===== config.mk =====
export PLATFORM = sky130hd
export DESIGN_NAME = tick_timer_bank_top
export DESIGN_NICKNAME = d
export VERILOG_FILES = /design/src/sv/ttb_pkg.sv /design/src/sv/ttb_ctrl.sv /design/src/sv/ttb_dp.sv /design/src/sv/tick_timer_bank_top.sv
export SDC_FILE = /design/constraint.sdc
export NUM_CORES = 1
export LEC_CHECK = 0
export ABC_CLOCK_PERIOD_IN_PS = 13700
export BUFFER_PORTS_ARGS = -buffer_cell sky130_fd_sc_hd__clkbuf_2
export CAP_MARGIN = 20
export CORE_AREA = 2 2 209 252
export DETAILED_ROUTE_END_ITERATION = 6
export DIE_AREA = 0 0 211 254
export PLACE_DENSITY = 0.82
export SYNTH_ARGS = -nofsm -noshare
export SYNTH_HDL_FRONTEND = slang
export SYNTH_SLANG_ARGS = --single-unit
export TNS_END_PERCENT = 20

===== constraint.sdc =====
create_clock -name i_clk -period 13.7 [get_ports i_clk]
set_clock_uncertainty 0.2 [all_clocks]
set_input_delay 2.74 -clock i_clk [delete_from_list [all_inputs] [get_ports i_clk]]
set_output_delay 2.74 -clock i_clk [all_outputs]
set_load 0.01 [all_outputs]

===== src/sv/ttb_pkg.sv =====
// ----------------------------------------------------------------------------
// ttb_pkg
// Shared types and constants of the tick timer bank: request and result
// codes, field widths, controller states and the command/status bundles.
// ----------------------------------------------------------------------------
package ttb_pkg;

    localparam int IDX_W    = 4;
    localparam int TIME_W   = 31;
    localparam int PERIOD_W = 16;
    localparam int CNT_W    = 32;
    localparam int DCNT_W   = 5;
    localparam int S_DATA_W = 40;
    localparam int M_DATA_W = 8;
    localparam int USER_W   = 2;

    typedef enum logic [1:0] {
        REQ_CREATE = 2'd0,
        REQ_SET    = 2'd1,
        REQ_TICK   = 2'd2,
        REQ_QUERY  = 2'd3
    } t_req;

    typedef enum logic [1:0] {
        KIND_ACK   = 2'd0,
        KIND_FIRED = 2'd1,
        KIND_DONE  = 2'd2,
        KIND_QUERY = 2'd3
    } t_kind;

    typedef enum logic [3:0] {
        ST_IDLE,
        ST_CREATE,
        ST_DIV,
        ST_SET_ACK,
        ST_Q_RD,
        ST_Q_FIN,
        ST_WALK_RD,
        ST_WALK_EV,
        ST_DONE
    } t_state;

    // controller -> datapath
    typedef struct packed {
        logic load;
        logic div_step;
        logic wr_create;
        logic wr_set;
        logic rd_req;
        logic query_fin;
        logic walk_rd;
        logic walk_eval;
        logic out_done;
    } t_cmd;

    // datapath -> controller
    typedef struct packed {
        t_req req;
        logic div_done;
        logic walk_end;
        logic fire;
        logic out_free;
    } t_sts;

endpackage


===== src/sv/ttb_ctrl.sv =====
// ----------------------------------------------------------------------------
// ttb_ctrl
// Request sequencer: steps each request through division, memory read,
// bank walk and result hand-off.
// ----------------------------------------------------------------------------
module ttb_ctrl
    import ttb_pkg::*;
(
    input  logic i_clk,
    input  logic i_rst_n,
    input  logic i_s_valid,
    output logic o_s_ready,
    input  t_sts i_sts,
    output t_cmd o_cmd
);

    t_state r_state;
    t_state n_state;

    always_ff @(posedge i_clk) begin
        if (!i_rst_n) begin
            r_state <= ST_IDLE;
        end else begin
            r_state <= n_state;
        end
    end

    always_comb begin
        n_state = r_state;
        case (r_state)
            ST_IDLE: begin
                if (i_s_valid) begin
                    case (i_sts.req)
                        REQ_CREATE: n_state = ST_CREATE;
                        REQ_SET:    n_state = ST_DIV;
                        REQ_TICK:   n_state = ST_WALK_RD;
                        REQ_QUERY:  n_state = ST_Q_RD;
                        default:    n_state = ST_IDLE;
                    endcase
                end
            end
            ST_CREATE:  if (i_sts.out_free) n_state = ST_IDLE;
            ST_DIV:     if (i_sts.div_done) n_state = ST_SET_ACK;
            ST_SET_ACK: if (i_sts.out_free) n_state = ST_IDLE;
            ST_Q_RD:    n_state = ST_Q_FIN;
            ST_Q_FIN:   if (i_sts.out_free) n_state = ST_IDLE;
            ST_WALK_RD: n_state = i_sts.walk_end ? ST_DONE : ST_WALK_EV;
            ST_WALK_EV: if (!i_sts.fire || i_sts.out_free) n_state = ST_WALK_RD;
            ST_DONE:    if (i_sts.out_free) n_state = ST_IDLE;
            default:    n_state = ST_IDLE;
        endcase
    end

    always_comb begin
        o_cmd     = '0;
        o_s_ready = 1'b0;
        case (r_state)
            ST_IDLE: begin
                o_s_ready  = 1'b1;
                o_cmd.load = i_s_valid;
            end
            ST_CREATE:  o_cmd.wr_create = i_sts.out_free;
            ST_DIV:     o_cmd.div_step  = !i_sts.div_done;
            ST_SET_ACK: o_cmd.wr_set    = i_sts.out_free;
            ST_Q_RD:    o_cmd.rd_req    = 1'b1;
            ST_Q_FIN:   o_cmd.query_fin = i_sts.out_free;
            ST_WALK_RD: o_cmd.walk_rd   = !i_sts.walk_end;
            ST_WALK_EV: o_cmd.walk_eval = !i_sts.fire || i_sts.out_free;
            ST_DONE:    o_cmd.out_done  = i_sts.out_free;
            default: begin
                o_cmd     = '0;
                o_s_ready = 1'b0;
            end
        endcase
    end

endmodule


===== src/sv/ttb_dp.sv =====
// ----------------------------------------------------------------------------
// ttb_dp
// Datapath: period register, restoring divider, present bits, count memory,
// walk counter and the result output register.
// ----------------------------------------------------------------------------
module ttb_dp
    import ttb_pkg::*;
#(
    parameter int NUM_TIMERS = 16
)(
    input  logic                i_clk,
    input  logic                i_rst_n,
    input  logic                i_cfg_wr_en,
    input  logic [PERIOD_W-1:0] i_cfg_wr_data,
    input  t_req                i_req,
    input  logic [IDX_W-1:0]    i_idx,
    input  logic [TIME_W-1:0]   i_time,
    input  t_cmd                i_cmd,
    output t_sts                o_sts,
    input  logic                i_m_ready,
    output logic                o_m_valid,
    output t_kind               o_m_kind,
    output logic [IDX_W-1:0]    o_m_timer,
    output logic                o_m_exp,
    output logic                o_m_last
);

    localparam int AW = (NUM_TIMERS > 1) ? $clog2(NUM_TIMERS) : 1;
    localparam int CW = $clog2(NUM_TIMERS + 1);

    logic [PERIOD_W-1:0] r_period;
    t_req                r_req;
    logic [IDX_W-1:0]    r_idx;
    logic [PERIOD_W-1:0] r_div;
    logic [PERIOD_W-1:0] r_rem;
    logic [TIME_W-1:0]   r_quo;
    logic [DCNT_W-1:0]   r_dcnt;
    logic [NUM_TIMERS-1:0] r_present;
    logic signed [CNT_W-1:0] r_mem [NUM_TIMERS];
    logic signed [CNT_W-1:0] r_rd_data;
    logic [CW-1:0]       r_walk;

    logic [PERIOD_W:0]   trial;
    logic                trial_ge;
    logic                req_ok;
    logic [AW-1:0]       req_addr;
    logic [AW-1:0]       walk_addr;
    logic                walk_present;
    logic                fire;
    logic                out_free;
    logic                mem_we;
    logic [AW-1:0]       mem_wa;
    logic signed [CNT_W-1:0] mem_wd;
    logic                rd_en;
    logic [AW-1:0]       rd_addr;
    logic                set_present;

    assign req_ok       = (32'(r_idx) < 32'(NUM_TIMERS));
    assign req_addr     = AW'(r_idx);
    assign walk_addr    = r_walk[AW-1:0];
    assign walk_present = r_present[walk_addr];
    assign fire         = walk_present && (r_rd_data == '0);
    assign out_free     = !o_m_valid || i_m_ready;

    assign o_sts.req      = r_req;
    assign o_sts.div_done = (r_dcnt == '0);
    assign o_sts.walk_end = (r_walk == CW'(NUM_TIMERS));
    assign o_sts.fire     = fire;
    assign o_sts.out_free = out_free;

    always_ff @(posedge i_clk) begin
        if (!i_rst_n) begin
            r_period <= PERIOD_W'(1);
        end else if (i_cfg_wr_en) begin
            r_period <= i_cfg_wr_data;
        end
    end

    // restoring division, one quotient bit per step
    assign trial    = {r_rem, r_quo[TIME_W-1]};
    assign trial_ge = (trial >= {1'b0, r_div});

    always_ff @(posedge i_clk) begin
        if (!i_rst_n) begin
            r_dcnt <= '0;
            r_walk <= '0;
        end else if (i_cmd.load) begin
            r_dcnt <= DCNT_W'(TIME_W);
            r_walk <= '0;
        end else begin
            if (i_cmd.div_step) r_dcnt <= r_dcnt - DCNT_W'(1);
            if (i_cmd.walk_eval) r_walk <= r_walk + CW'(1);
        end
    end

    always_ff @(posedge i_clk) begin
        if (i_cmd.load) begin
            r_req <= i_req;
            r_idx <= i_idx;
            r_quo <= i_time;
            r_rem <= '0;
            r_div <= (r_period == '0) ? PERIOD_W'(1) : r_period;
        end else if (i_cmd.div_step) begin
            r_rem <= trial_ge ? PERIOD_W'(trial - {1'b0, r_div}) : trial[PERIOD_W-1:0];
            r_quo <= {r_quo[TIME_W-2:0], trial_ge};
        end
    end

    // count memory write port
    always_comb begin
        mem_we      = 1'b0;
        mem_wa      = req_addr;
        mem_wd      = '0;
        set_present = 1'b0;
        if (i_cmd.wr_create && req_ok) begin
            mem_we      = 1'b1;
            mem_wd      = '1;
            set_present = 1'b1;
        end else if (i_cmd.wr_set && req_ok) begin
            mem_we      = 1'b1;
            mem_wd      = {1'b0, r_quo};
            set_present = 1'b1;
        end else if (i_cmd.query_fin && req_ok && !r_present[req_addr]) begin
            mem_we      = 1'b1;
            mem_wd      = '0;
            set_present = 1'b1;
        end else if (i_cmd.walk_eval && walk_present && !r_rd_data[CNT_W-1]) begin
            mem_we = 1'b1;
            mem_wa = walk_addr;
            mem_wd = r_rd_data - CNT_W'(1);
        end
    end

    assign rd_en   = (i_cmd.rd_req && req_ok) || i_cmd.walk_rd;
    assign rd_addr = i_cmd.walk_rd ? walk_addr : req_addr;

    always_ff @(posedge i_clk) begin
        if (mem_we) r_mem[mem_wa] <= mem_wd;
        if (rd_en)  r_rd_data <= r_mem[rd_addr];
    end

    always_ff @(posedge i_clk) begin
        if (!i_rst_n) begin
            r_present <= '0;
        end else if (set_present) begin
            r_present[req_addr] <= 1'b1;
        end
    end

    // result register
    logic               n_load;
    t_kind              n_kind;
    logic [IDX_W-1:0]   n_timer;
    logic               n_exp;

    always_comb begin
        n_load  = 1'b0;
        n_kind  = KIND_ACK;
        n_timer = r_idx;
        n_exp   = 1'b0;
        if (i_cmd.wr_create || i_cmd.wr_set) begin
            n_load = 1'b1;
        end else if (i_cmd.query_fin) begin
            n_load = 1'b1;
            n_kind = KIND_QUERY;
            n_exp  = req_ok && r_present[req_addr] && r_rd_data[CNT_W-1];
        end else if (i_cmd.walk_eval && fire) begin
            n_load  = 1'b1;
            n_kind  = KIND_FIRED;
            n_timer = IDX_W'(r_walk);
        end else if (i_cmd.out_done) begin
            n_load  = 1'b1;
            n_kind  = KIND_DONE;
            n_timer = '0;
        end
    end

    always_ff @(posedge i_clk) begin
        if (!i_rst_n) begin
            o_m_valid <= 1'b0;
        end else if (n_load) begin
            o_m_valid <= 1'b1;
        end else if (i_m_ready) begin
            o_m_valid <= 1'b0;
        end
    end

    always_ff @(posedge i_clk) begin
        if (n_load) begin
            o_m_kind  <= n_kind;
            o_m_timer <= n_timer;
            o_m_exp   <= n_exp;
            o_m_last  <= (n_kind != KIND_FIRED);
        end
    end

endmodule


===== src/sv/tick_timer_bank_top.sv =====
// ----------------------------------------------------------------------------
// tick_timer_bank_top
// Bank of indexed countdown timers driven by create, set, tick and query
// requests, with one result stream out.
// ----------------------------------------------------------------------------
//
// Channel   Dir  Handshake          Contents
// s_axis    in   tvalid/tready      request: type, timer index, set time
// m_axis    out  tvalid/tready      results: kind, timer, expired, last
// cfg       in   write enable only  tick period (16 bit, 0 acts as 1)
//
// Request steps: create writes its entry and acknowledges; query reads the
// count memory, then answers; set runs the restoring divider for 31 quotient
// bits, one per cycle, then writes and acknowledges; tick walks the bank,
// reading and then writing back one count memory entry at a time, and output
// stalls hold the walk whenever a fired result must wait.
// One request is in flight at a time; the next is taken once its last
// result sits in the output register.
// Reset clears the present bits, the period (to 1) and all control state;
// count memory contents need no clearing.
// A full output register stalls the sequencer in place whenever it has a result to load.
//
module tick_timer_bank_top
    import ttb_pkg::*;
#(
    parameter int NUM_TIMERS = 16
)(
    input  logic                i_clk,
    input  logic                i_rst_n,
    input  logic                i_cfg_wr_en,
    input  logic [PERIOD_W-1:0] i_cfg_wr_data,
    input  logic                i_s_axis_tvalid,
    output logic                o_s_axis_tready,
    // [3:0] timer_index, [34:4] set_time, [39:35] zero
    input  logic [S_DATA_W-1:0] i_s_axis_tdata,
    // [1:0] req_type
    input  logic [USER_W-1:0]   i_s_axis_tuser,
    output logic                o_m_axis_tvalid,
    input  logic                i_m_axis_tready,
    // [3:0] result_timer, [4] is_expired, [7:5] zero
    output logic [M_DATA_W-1:0] o_m_axis_tdata,
    // [1:0] result_kind
    output logic [USER_W-1:0]   o_m_axis_tuser,
    // last_of_run
    output logic                o_m_axis_tlast
);

    t_cmd             cmd;
    t_sts             sts;
    t_req             req_in;
    t_kind            m_kind;
    logic [IDX_W-1:0] m_timer;
    logic             m_exp;

    // request type picks the next state as the request is taken
    assign req_in = t_req'(i_s_axis_tuser);

    t_sts sts_ctrl;
    always_comb begin
        sts_ctrl     = sts;
        sts_ctrl.req = req_in;
    end

    ttb_ctrl u_ctrl (
        .i_clk     (i_clk),
        .i_rst_n   (i_rst_n),
        .i_s_valid (i_s_axis_tvalid),
        .o_s_ready (o_s_axis_tready),
        .i_sts     (sts_ctrl),
        .o_cmd     (cmd)
    );

    ttb_dp #(
        .NUM_TIMERS (NUM_TIMERS)
    ) u_dp (
        .i_clk         (i_clk),
        .i_rst_n       (i_rst_n),
        .i_cfg_wr_en   (i_cfg_wr_en),
        .i_cfg_wr_data (i_cfg_wr_data),
        .i_req         (req_in),
        .i_idx         (i_s_axis_tdata[IDX_W-1:0]),
        .i_time        (i_s_axis_tdata[IDX_W+TIME_W-1:IDX_W]),
        .i_cmd         (cmd),
        .o_sts         (sts),
        .i_m_ready     (i_m_axis_tready),
        .o_m_valid     (o_m_axis_tvalid),
        .o_m_kind      (m_kind),
        .o_m_timer     (m_timer),
        .o_m_exp       (m_exp),
        .o_m_last      (o_m_axis_tlast)
    );

    // pack the result fields, lowest first
    assign o_m_axis_tdata = {3'b000, m_exp, m_timer};
    assign o_m_axis_tuser = m_kind;

endmodule


==> results of run 1 <==
-- metal layers --
metal  routed length, µm  track usage, %  vias up
met3                6780            4.54      168
met4                2280            11.8        0
met1               24600            32.2     8597
met5                   0               0        -
li1                    -               -     7575
met2               32900            41.6     1088
-- sequential cells by signal, indices dropped and copies added (netlist names) --
register,count
u_dp.o_m_timer,4
u_dp.o_m_exp,1
u_dp.o_m_last,1
u_dp.r_rd_data,32
u_dp.r_present,16
u_dp.r_idx,4
u_dp.r_dcnt,5
u_dp.r_div,16
u_dp.o_m_valid,1
u_dp.r_period,16
u_dp.o_m_kind,2
u_dp.r_rem,16
u_ctrl.r_state,4
u_dp.r_quo,31
u_dp.r_walk,5
u_dp.r_mem,512
-- placed cells by master (no fill, tap or decap), drive strengths merged, types with 6 or more instances in the layout --
cell type | synthesis | final
nor4 | 17 | 17
a21o | 8 | 8
mux4 | 73 | 73
o32ai | 6 | 6
a22oi | 34 | 34
nand4 | 37 | 37
clkbuf | 92 | 155
ha | 25 | 25
mux2i | 25 | 25
xor2 | 18 | 18
or2 | 8 | 8
a21boi | 11 | 11
o22ai | 35 | 35
nor2b | 50 | 50
a21oi | 16 | 16
nor2 | 49 | 49
edfxtp | 603 | 603
nor3 | 15 | 15
o21ai | 57 | 57
xnor2 | 27 | 27
buf | 41 | 36
inv | 36 | 39
nand3 | 150 | 150
nand2 | 402 | 402
nand2b | 11 | 11
dfxtp | 63 | 63
clkinv | 0 | 22
o311ai | 8 | 8
o21a | 15 | 15
-- worst max-delay path, delay by kind of cell (launching register included) --
| kind | cells | cell delay (ps) |
|---|---|---|
| buf+inv | 3 | 1600 |
| flops | 1 | 950 |
| simple gates | 2 | 910 |
| mux | 2 | 850 |
| compound gates | 2 | 380 |
| fa+ha+maj | 1 | 260 |
-- layout make-up --
| class | count | area, µm² | share of cell area (%) |
|---|---|---|---|
| multi-input cells | 1169 | 8000 | 25.7 |
| clock buffers | 88 | 1830 | 5.88 |
| clock inverters | 32 | 245 | 0.789 |
| inverters | 36 | 135 | 0.435 |
| well taps | 651 | 815 | 2.62 |
| flip-flops and latches | 666 | 19400 | 62.3 |
| repair buffers | 103 | 681 | 2.19 |
-- report_power, final --
| part | leakage, nW | internal (mW) | switching [mW] | total (mW) |
|---|---|---|---|---|
| Sequential | 6.08 | 2.67 | 0.130 | 2.80 |
| Combinational | 3.54 | 0.458 | 0.980 | 1.44 |
| Clock | 1.01 | 0.999 | 0.746 | 1.75 |
-- through the flow --
| step | hold WS (ps) | setup slack, ps |
|---|---|---|
| detailed placement | 248 | 7610 |
| floorplan | 226 | 6100 |
| CTS | 264 | 8190 |
| global placement | 243 | 7670 |
| global route | 280 | 7900 |
| finish | 262 | 8180 |
-- cells by family (layout without fill, tap and decap cells) --
family / after synthesis / count (layout)
compound gates: 222 / 222
xor+xnor: 45 / 45
fa+ha+maj: 26 / 26
buf+inv: 169 / 259
flops: 666 / 666
mux: 103 / 103
other cells: 1 / 3
simple gates: 770 / 770
-- path summary, 6_finish.rpt --
kind                       endpoint  slack, ps  depth (start not counted)
hold reg to reg       u_dp.r_div[9]        260                          0
setup reg to reg  u_dp.r_rd_data[5]       8180                         10
hold / removal        u_dp.r_div[9]        260                          0
setup / recovery  u_dp.r_rd_data[5]       8180                         10
==> Implementation_results.wiki, run 1 <==
{| class="wikitable"
! Metric !! Value
|-
| Run status || completed
|-
| Initial drt markers || 2,317
|-
| Pwr Total || 5.98 mW
|-
| FMAX || 0.181 GHz
|-
| Std cell rows || between 90 and 100
|-
| Total via count in the routed design || 17,400
|-
| Xor and xnor area share after synthesis || 1.42%
|-
| Simple-Gate Fraction of Synth Area || 12.7%
|-
| Critical Path Sink Type || flop
|-
| Fillcell total || 3,539
|-
| Cts hold-fix bufs || 0
|-
| Area growth syn-to-layout || 11.8%
|-
| Clock Tree Root || sky130_fd_sc_hd__clkbuf_16
|-
| Placer Congestion || ~0.86
|-
| Time the worst path needs with I/O delays and setup || approximately 5500 ps
|-
| Setup_tns || 0 ps
|-
| DR WL/cell || 24.2 µm
|-
| Worst Hold Launch || u_dp.r_period[9]
|-
| N_diodes || 0
|-
| Warnings, synthesis || 0
|-
| Total clock sinks || 666
|-
| Max-cap violation count || 0
|-
| Area share of the largest cell type after synthesis || 65.2%
|-
| Total placed instance area || 28,900 µm²
|-
| Via-per-instance ratio || 6.35
|-
| Buffers added on ports || between 60 and 70
|-
| Wire length of the first global-routing pass || 100,000 µm
|-
| Number of buffers created by CTS || 67
|-
| Layout Cells excl Fill || 2,745
|-
| Crit. Startpoint || u_dp.r_walk[0]
|-
| Detailed-route DRC error count || 0
|-
| Post-synth top cells || sky130_fd_sc_hd__edfxtp_1 (603), sky130_fd_sc_hd__nand2_1 (402), sky130_fd_sc_hd__nand3_1 (150)
|-
| Final core utilization || 60.8%
|-
| Ys async rst share || 0%
|-
| Post-synthesis compound-gate area fraction || approximately 5.3%
|-
| Average instance area after synthesis || 13.9 µm²
|-
| Arrival time reported for the critical path endpoint || between 5000 and 6000 ps
|-
| Adder and majority cell fraction of the synthesized area || approximately 1.2%
|-
| CP Cell Sequence || inv_1 -> ha_1 -> nor4bb_2 -> or4_1 -> mux2i_4 -> buf_4 -> buf_12 -> mux4_2 -> a22oi_1 -> o21ai_1
|-
| Standard cell with the maximum stage delay on the critical path || sky130_fd_sc_hd__dfxtp_1
|-
| Unrepaired setup endpoints after global routing || false
|-
| Number of post-CTS setup repair buffers || 0
|-
| Clock tree from TritonCTS || built
|-
| Area of the die || 53,600 µm²
|-
| Final count of negative-setup-slack endpoints || 0
|-
| H-tree Lvls || 3
|-
| Number of synthesized register bits || approximately 670
|-
| Summed instance area of the synthesized netlist || about 28,000 µm²
|-
| First-pass detailed-route iteration total || 6
|-
| Largest voltage drop on the vdd net || 0.000132 V
|-
| Number of antenna-violating nets in the routed design || 0
|-
| Die X || 211 µm
|-
| Req. time, crit path || 13,790 ps
|-
| Post-route cell area || 31,100 µm²
|-
| Prevailing post-synth register cell || sky130_fd_sc_hd__edfxtp_1
|-
| Highest fanout seen on the critical path || between 100 and 150
|-
| Die height || 254 µm
|-
| Worst Setup Path Type || flop to flop
|-
| Transition time at the pin with the least slew margin || 1190 ps
|-
| Post-synthesis sequential area ratio || 69.7%
|-
| Hold violation total from the final report || 0
|-
| Total instance count after detailed placement || roughly 2,600
|-
| Dominant cells by area after synthesis || sky130_fd_sc_hd__edfxtp_1 (65%), sky130_fd_sc_hd__mux4_2 (5.9%), sky130_fd_sc_hd__nand2_1 (5.4%), sky130_fd_sc_hd__dfxtp_1 (4.5%), sky130_fd_sc_hd__nand3_1 (2.7%)
|-
| Top Ports || 76
|-
| Combinational family with the most area after synthesis || simple AND/OR/NAND/NOR gates
|-
| Gate count after technology mapping || 2,002
|-
| Effective utilization at floorplan || 54.3%
|-
| Peak per-stage delay on the critical path || 950 ps
|-
| Fraction of layout cells with a size suffix above 1 || 14.8%
|-
| Aggregate global routing overflow || 0
|-
| Cell type with the largest total area after synthesis || sky130_fd_sc_hd__edfxtp_1
|-
| Count leader, synth || sky130_fd_sc_hd__edfxtp_1
|-
| Startpoint type of the worst setup path || flop
|-
| Number of flops mapped to enable cells by yosys || 603
|-
| Period utilization || 40.3%
|-
| Total number of nets in the final design || 2,132
|-
| Detailed Place HPWL || 34,600 µm
|-
| Count of different cell masters after synthesis || 65
|-
| Clock-pin slew reported for the worst setup and hold paths after clock tree synthesis || 60 ps
|-
| Worst hold path class || flop to flop
|-
| Worst-Skew Late Latency || 600 ps
|-
| Buffer depth of the longest clock path || 3
|-
| Total leakage power || 10.6 nW
|-
| FF-to-FF Start || u_dp.r_walk[0]
|-
| Share of synthesized area spent on multiplexers || 7.02%
|-
| Total power density per cell area || between 150 and 200 nW/µm²
|-
| Core Footprint || 51,100 µm²
|-
| Number of global-route vias before repair || 17,600
|-
| Maximum number of pins on one net before global-route repair || 133
|-
| Post-cts resize count || 0
|-
| Wire length reported by the detailed router || 66,500 µm
|-
| Initial antenna violation count || 0
|-
| Worst slew margin || 20.3%
|-
| Max-slew violation total from the final report || 0
|-
| Overall global routing resource usage || 25.0%
|}
Power figures use the tool's default switching activity.
==> run 2, diff against run 1 <==
- ABC_CLOCK_PERIOD_IN_PS: 13700 -> 5160
- clock period: 13.7 -> 5.16 ns (I/O delays scaled with it)
==> run 2 against run 1 <==
Compared with the run above:
- register-to-register slack worse by 7300 ps
- non-clock buffer count grew 31
- flip-flop and latch count stayed put
- cell area grew 0.84%
- first-iteration DRC count is 4.3% higher
- sequential power increased to 2.7 times the previous value
- sequential share of layout area is 0.52 points lower
- maximum frequency increased by 30%
- cell count rose by 0.98%
- die area did not move
- combinational power grew to 2.8 times the previous value
- routed wire length is 1.9% higher
- critical path type unchanged
- critical endpoint is now u_dp.r_mem[9][15]
- largest power group unchanged
==> Implementation_results.wiki, run 2 (synthesized netlist as in run 1, its figures left out) <==
{| class="wikitable"
! Metric !! Value
|-
| Worst-Skew Late Latency || 620 ps (+20 ps)
|-
| Setup_tns || 0 ps (unchanged)
|-
| Layout Cells excl Fill || 2,772 (+0.98%)
|-
| Sequential Power Share || 46.5% (-0.3 points)
|-
| Buffer depth of the longest clock path || 3 (unchanged)
|-
| Clock-pin slew reported for the worst setup and hold paths after clock tree synthesis || 60 ps (about the same)
|-
| Crit. Startpoint || u_dp.r_rd_data[18]
|-
| Worst Setup Path Type || flop to flop
|-
| Total via count in the routed design || 17,800 (+1.9%)
|-
| Total power density per cell area || 511 nW/µm² (+170%)
|-
| Standard cell with the maximum stage delay on the critical path || sky130_fd_sc_hd__or4_1
|-
| Aggregate global routing overflow || 0 (unchanged)
|-
| Internal Pwr Total || 11.0 mW (+170%)
|-
| Initial antenna violation count || 1 (+1)
|-
| Die height || 254 µm (unchanged)
|-
| Number of buffers created by CTS || 66 (-1.5%)
|-
| Clock Tree Root || sky130_fd_sc_hd__clkbuf_16
|-
| Net Switching || 5.05 mW (+170%)
|-
| Hold violation total from the final report || 0 (unchanged)
|-
| Arrival time reported for the critical path endpoint || 4390 ps (-1220 ps)
|-
| Fraction of layout cells with a size suffix above 1 || 16.0% (+1.2 points)
|-
| Number of global-route vias before repair || 17,500 (-0.42%)
|-
| Cts hold-fix bufs || 0 (unchanged)
|-
| Req. time, crit path || 5320 ps (-8470 ps)
|-
| GR Layer Usage met1 || 32.1% (about the same)
|-
| Startpoint type of the worst setup path || flop
|-
| Worst hold path class || flop to flop
|-
| Post-cts resize count || 0 (unchanged)
|-
| Most common cell after layout, fill and taps aside || sky130_fd_sc_hd__edfxtp_1
|-
| Unrepaired setup endpoints after global routing || false
|-
| FMAX || 0.236 GHz (+30%)
|-
| Critical Path Sink Type || flop
|-
| Gr busiest metal || met2
|-
| Die X || 211 µm (unchanged)
|-
| H-tree Lvls || 3 (unchanged)
|-
| Wire length reported by the detailed router || 67,800 µm (+1.9%)
|-
| CP Cell Sequence || or4_1 -> or3_1 -> nor3_1 -> and4_1 -> nand2b_2 -> a21o_1 -> o22ai_4 -> buf_4
|-
| Buffers added on ports || 67 (unchanged)
|-
| Sw Share || 31.5% (+0.49 points)
|-
| Detailed Place HPWL || 38,100 µm (+10%)
|-
| Total number of nets in the final design || 2,162 (+1.4%)
|-
| Final Hold Slack || 264 ps (+2.00 ps)
|-
| Max-slew violation total from the final report || 0 (unchanged)
|-
| Final count of negative-setup-slack endpoints || 0 (unchanged)
|-
| Transition time at the pin with the least slew margin || 1110 ps (-85.9 ps)
|-
| Register ranked first by flip-flop count || u_dp.r_mem
|-
| Total clock sinks || 666 (unchanged)
|-
| Area of the die || 53,600 µm² (unchanged)
|-
| Total leakage power || 10.8 nW (+1.5%)
|-
| Top Ports || 76 (unchanged)
|-
| Core Footprint || 51,100 µm² (unchanged)
|-
| Run status || completed
|-
| Clock share of power || 28.7% (-0.5 points)
|-
| Via-per-instance ratio || 6.41 (+0.90%)
|-
| Final setup margin || 927 ps (-7260 ps)
|-
| Maximum number of pins on one net before global-route repair || 61 (-54%)
|-
| Time the worst path needs with I/O delays and setup || 4230 ps (-1280 ps)
|-
| Std cell rows || 91 (unchanged)
|-
| Top flop regs || u_dp.r_mem (512), u_dp.r_rd_data (32), u_dp.r_quo (31)
|-
| Worst Hold Launch || u_dp.r_period[1]
|-
| Initial drt markers || 2,417 (+4.3%)
|-
| DR WL/cell || 24.5 µm (+0.95%)
|-
| Final core utilization || 61.3% (+0.51 points)
|-
| Highest fanout seen on the critical path || 17 (-87%)
|-
| Grt met3 use || 4.31% (-0.22 points)
|-
| Largest voltage drop on the vdd net || 0.000500 V (+280%)
|-
| Fillcell total || 3,508 (-0.88%)
|-
| Number of antenna-violating nets in the routed design || 0 (unchanged)
|-
| Overall global routing resource usage || 25.5% (+0.47 points)
|-
| Combinational Power Share || 24.8% (+0.8 points)
|-
| Area growth syn-to-layout || 12.8%
|-
| Post-route cell area || 31,300 µm² (+0.84%)
|-
| Pwr Total || 16.0 mW (+170%)
|-
| FF-to-FF Start || u_dp.r_rd_data[18]
|-
| Placer Congestion || 0.857 (-0.61%)
|-
| Wire length of the first global-routing pass || 102,000 µm (+1.8%)
|-
| Total placed instance area || 29,200 µm² (+0.93%)
|-
| Max-cap violation count || 0 (unchanged)
|-
| Worst slew margin || 26.2% (+5.9 points)
|-
| Effective utilization at floorplan || 54.3% (unchanged)
|-
| Clock tree from TritonCTS || built
|-
| Setup Slack @ Placement || 920 ps (-6690 ps)
|-
| Met2 track utilization from global routing || 43.0% (+1.4 points)
|-
| Number of flip-flops under the largest register name || 512 (unchanged)
|-
| Most used cells in the layout excluding fill and tap cells || sky130_fd_sc_hd__edfxtp_1 (603), sky130_fd_sc_hd__nand2_1 (401), sky130_fd_sc_hd__nand3_1 (150), sky130_fd_sc_hd__mux4_2 (73)
|-
| Worst reg-to-reg setup slack || 930 ps (-7260 ps)
|-
| Period utilization || 82.0% (+42 points)
|-
| Detailed-route DRC error count || 0 (unchanged)
|-
| Peak per-stage delay on the critical path || 610 ps (-340 ps)
|-
| Total instance count after detailed placement || 2,641 (+0.80%)
|-
| First-pass detailed-route iteration total || 6 (unchanged)
|-
| Number of post-CTS setup repair buffers || 0 (unchanged)
|}
## run 2: changes by cell type in the layout (fill, tap and decap cells not counted), sizes merged
cell      before  now
clkinvlp       4    2
diode          0    1
inv           39   41
clkbuf       155  150
buf           36   67
## run 2: area by class of cell
cell class / count / area (µm²) / share of cell area, %
Antenna cell: 1 / 2.50 / 0.00799
Clock buffer: 83 / 1740 / 5.54
Clock inverter: 32 / 297 / 0.946
Inverter: 36 / 135 / 0.431
Multi-Input combinational cell: 1169 / 8010 / 25.6
Sequential cell: 666 / 19400 / 61.8
Tap cell: 651 / 815 / 2.60
Timing Repair Buffer: 134 / 968 / 3.09
## run 2: worst max-delay path, delay by kind of cell (launching register included)
| family | cells | cell delay, ps |
|---|---|---|
| AO/OA/AOI/OAI | 2 | 640 |
| buffers and inverters | 1 | 330 |
| flip-flops | 1 | 480 |
| AND/OR/NAND/NOR | 5 | 2330 |
## run 2: path summary, 6_finish.rpt
| kind | to | depth (start not counted) |
|---|---|---|
| max | u_dp.r_mem[9][15] | 8 |
| min | u_dp.r_div[1] | 0 |
| max reg2reg | u_dp.r_mem[9][15] | 8 |
| min reg2reg | u_dp.r_div[1] | 0 |
## run 2: layer usage
| layer | up-vias | part of all wire, % |
|---|---|---|
| li1 | 7639 | - |
| met1 | 8775 | 35 |
| met2 | 1134 | 51 |
| met3 | 209 | 10 |
| met4 | 0 | 4.1 |
| met5 | - | 0 |
## run 2: power groups by stage
stage	combinational (mW)	sequential (mW)	clock [mW]
4_1_cts	3.86	7.45	4.63
2_1_floorplan	2.60	7.39	0
6_report	3.97	7.45	4.59
3_3_place_gp	3.64	7.51	0
5_1_grt	4.29	7.50	4.82
3_5_place_dp	3.80	7.54	0
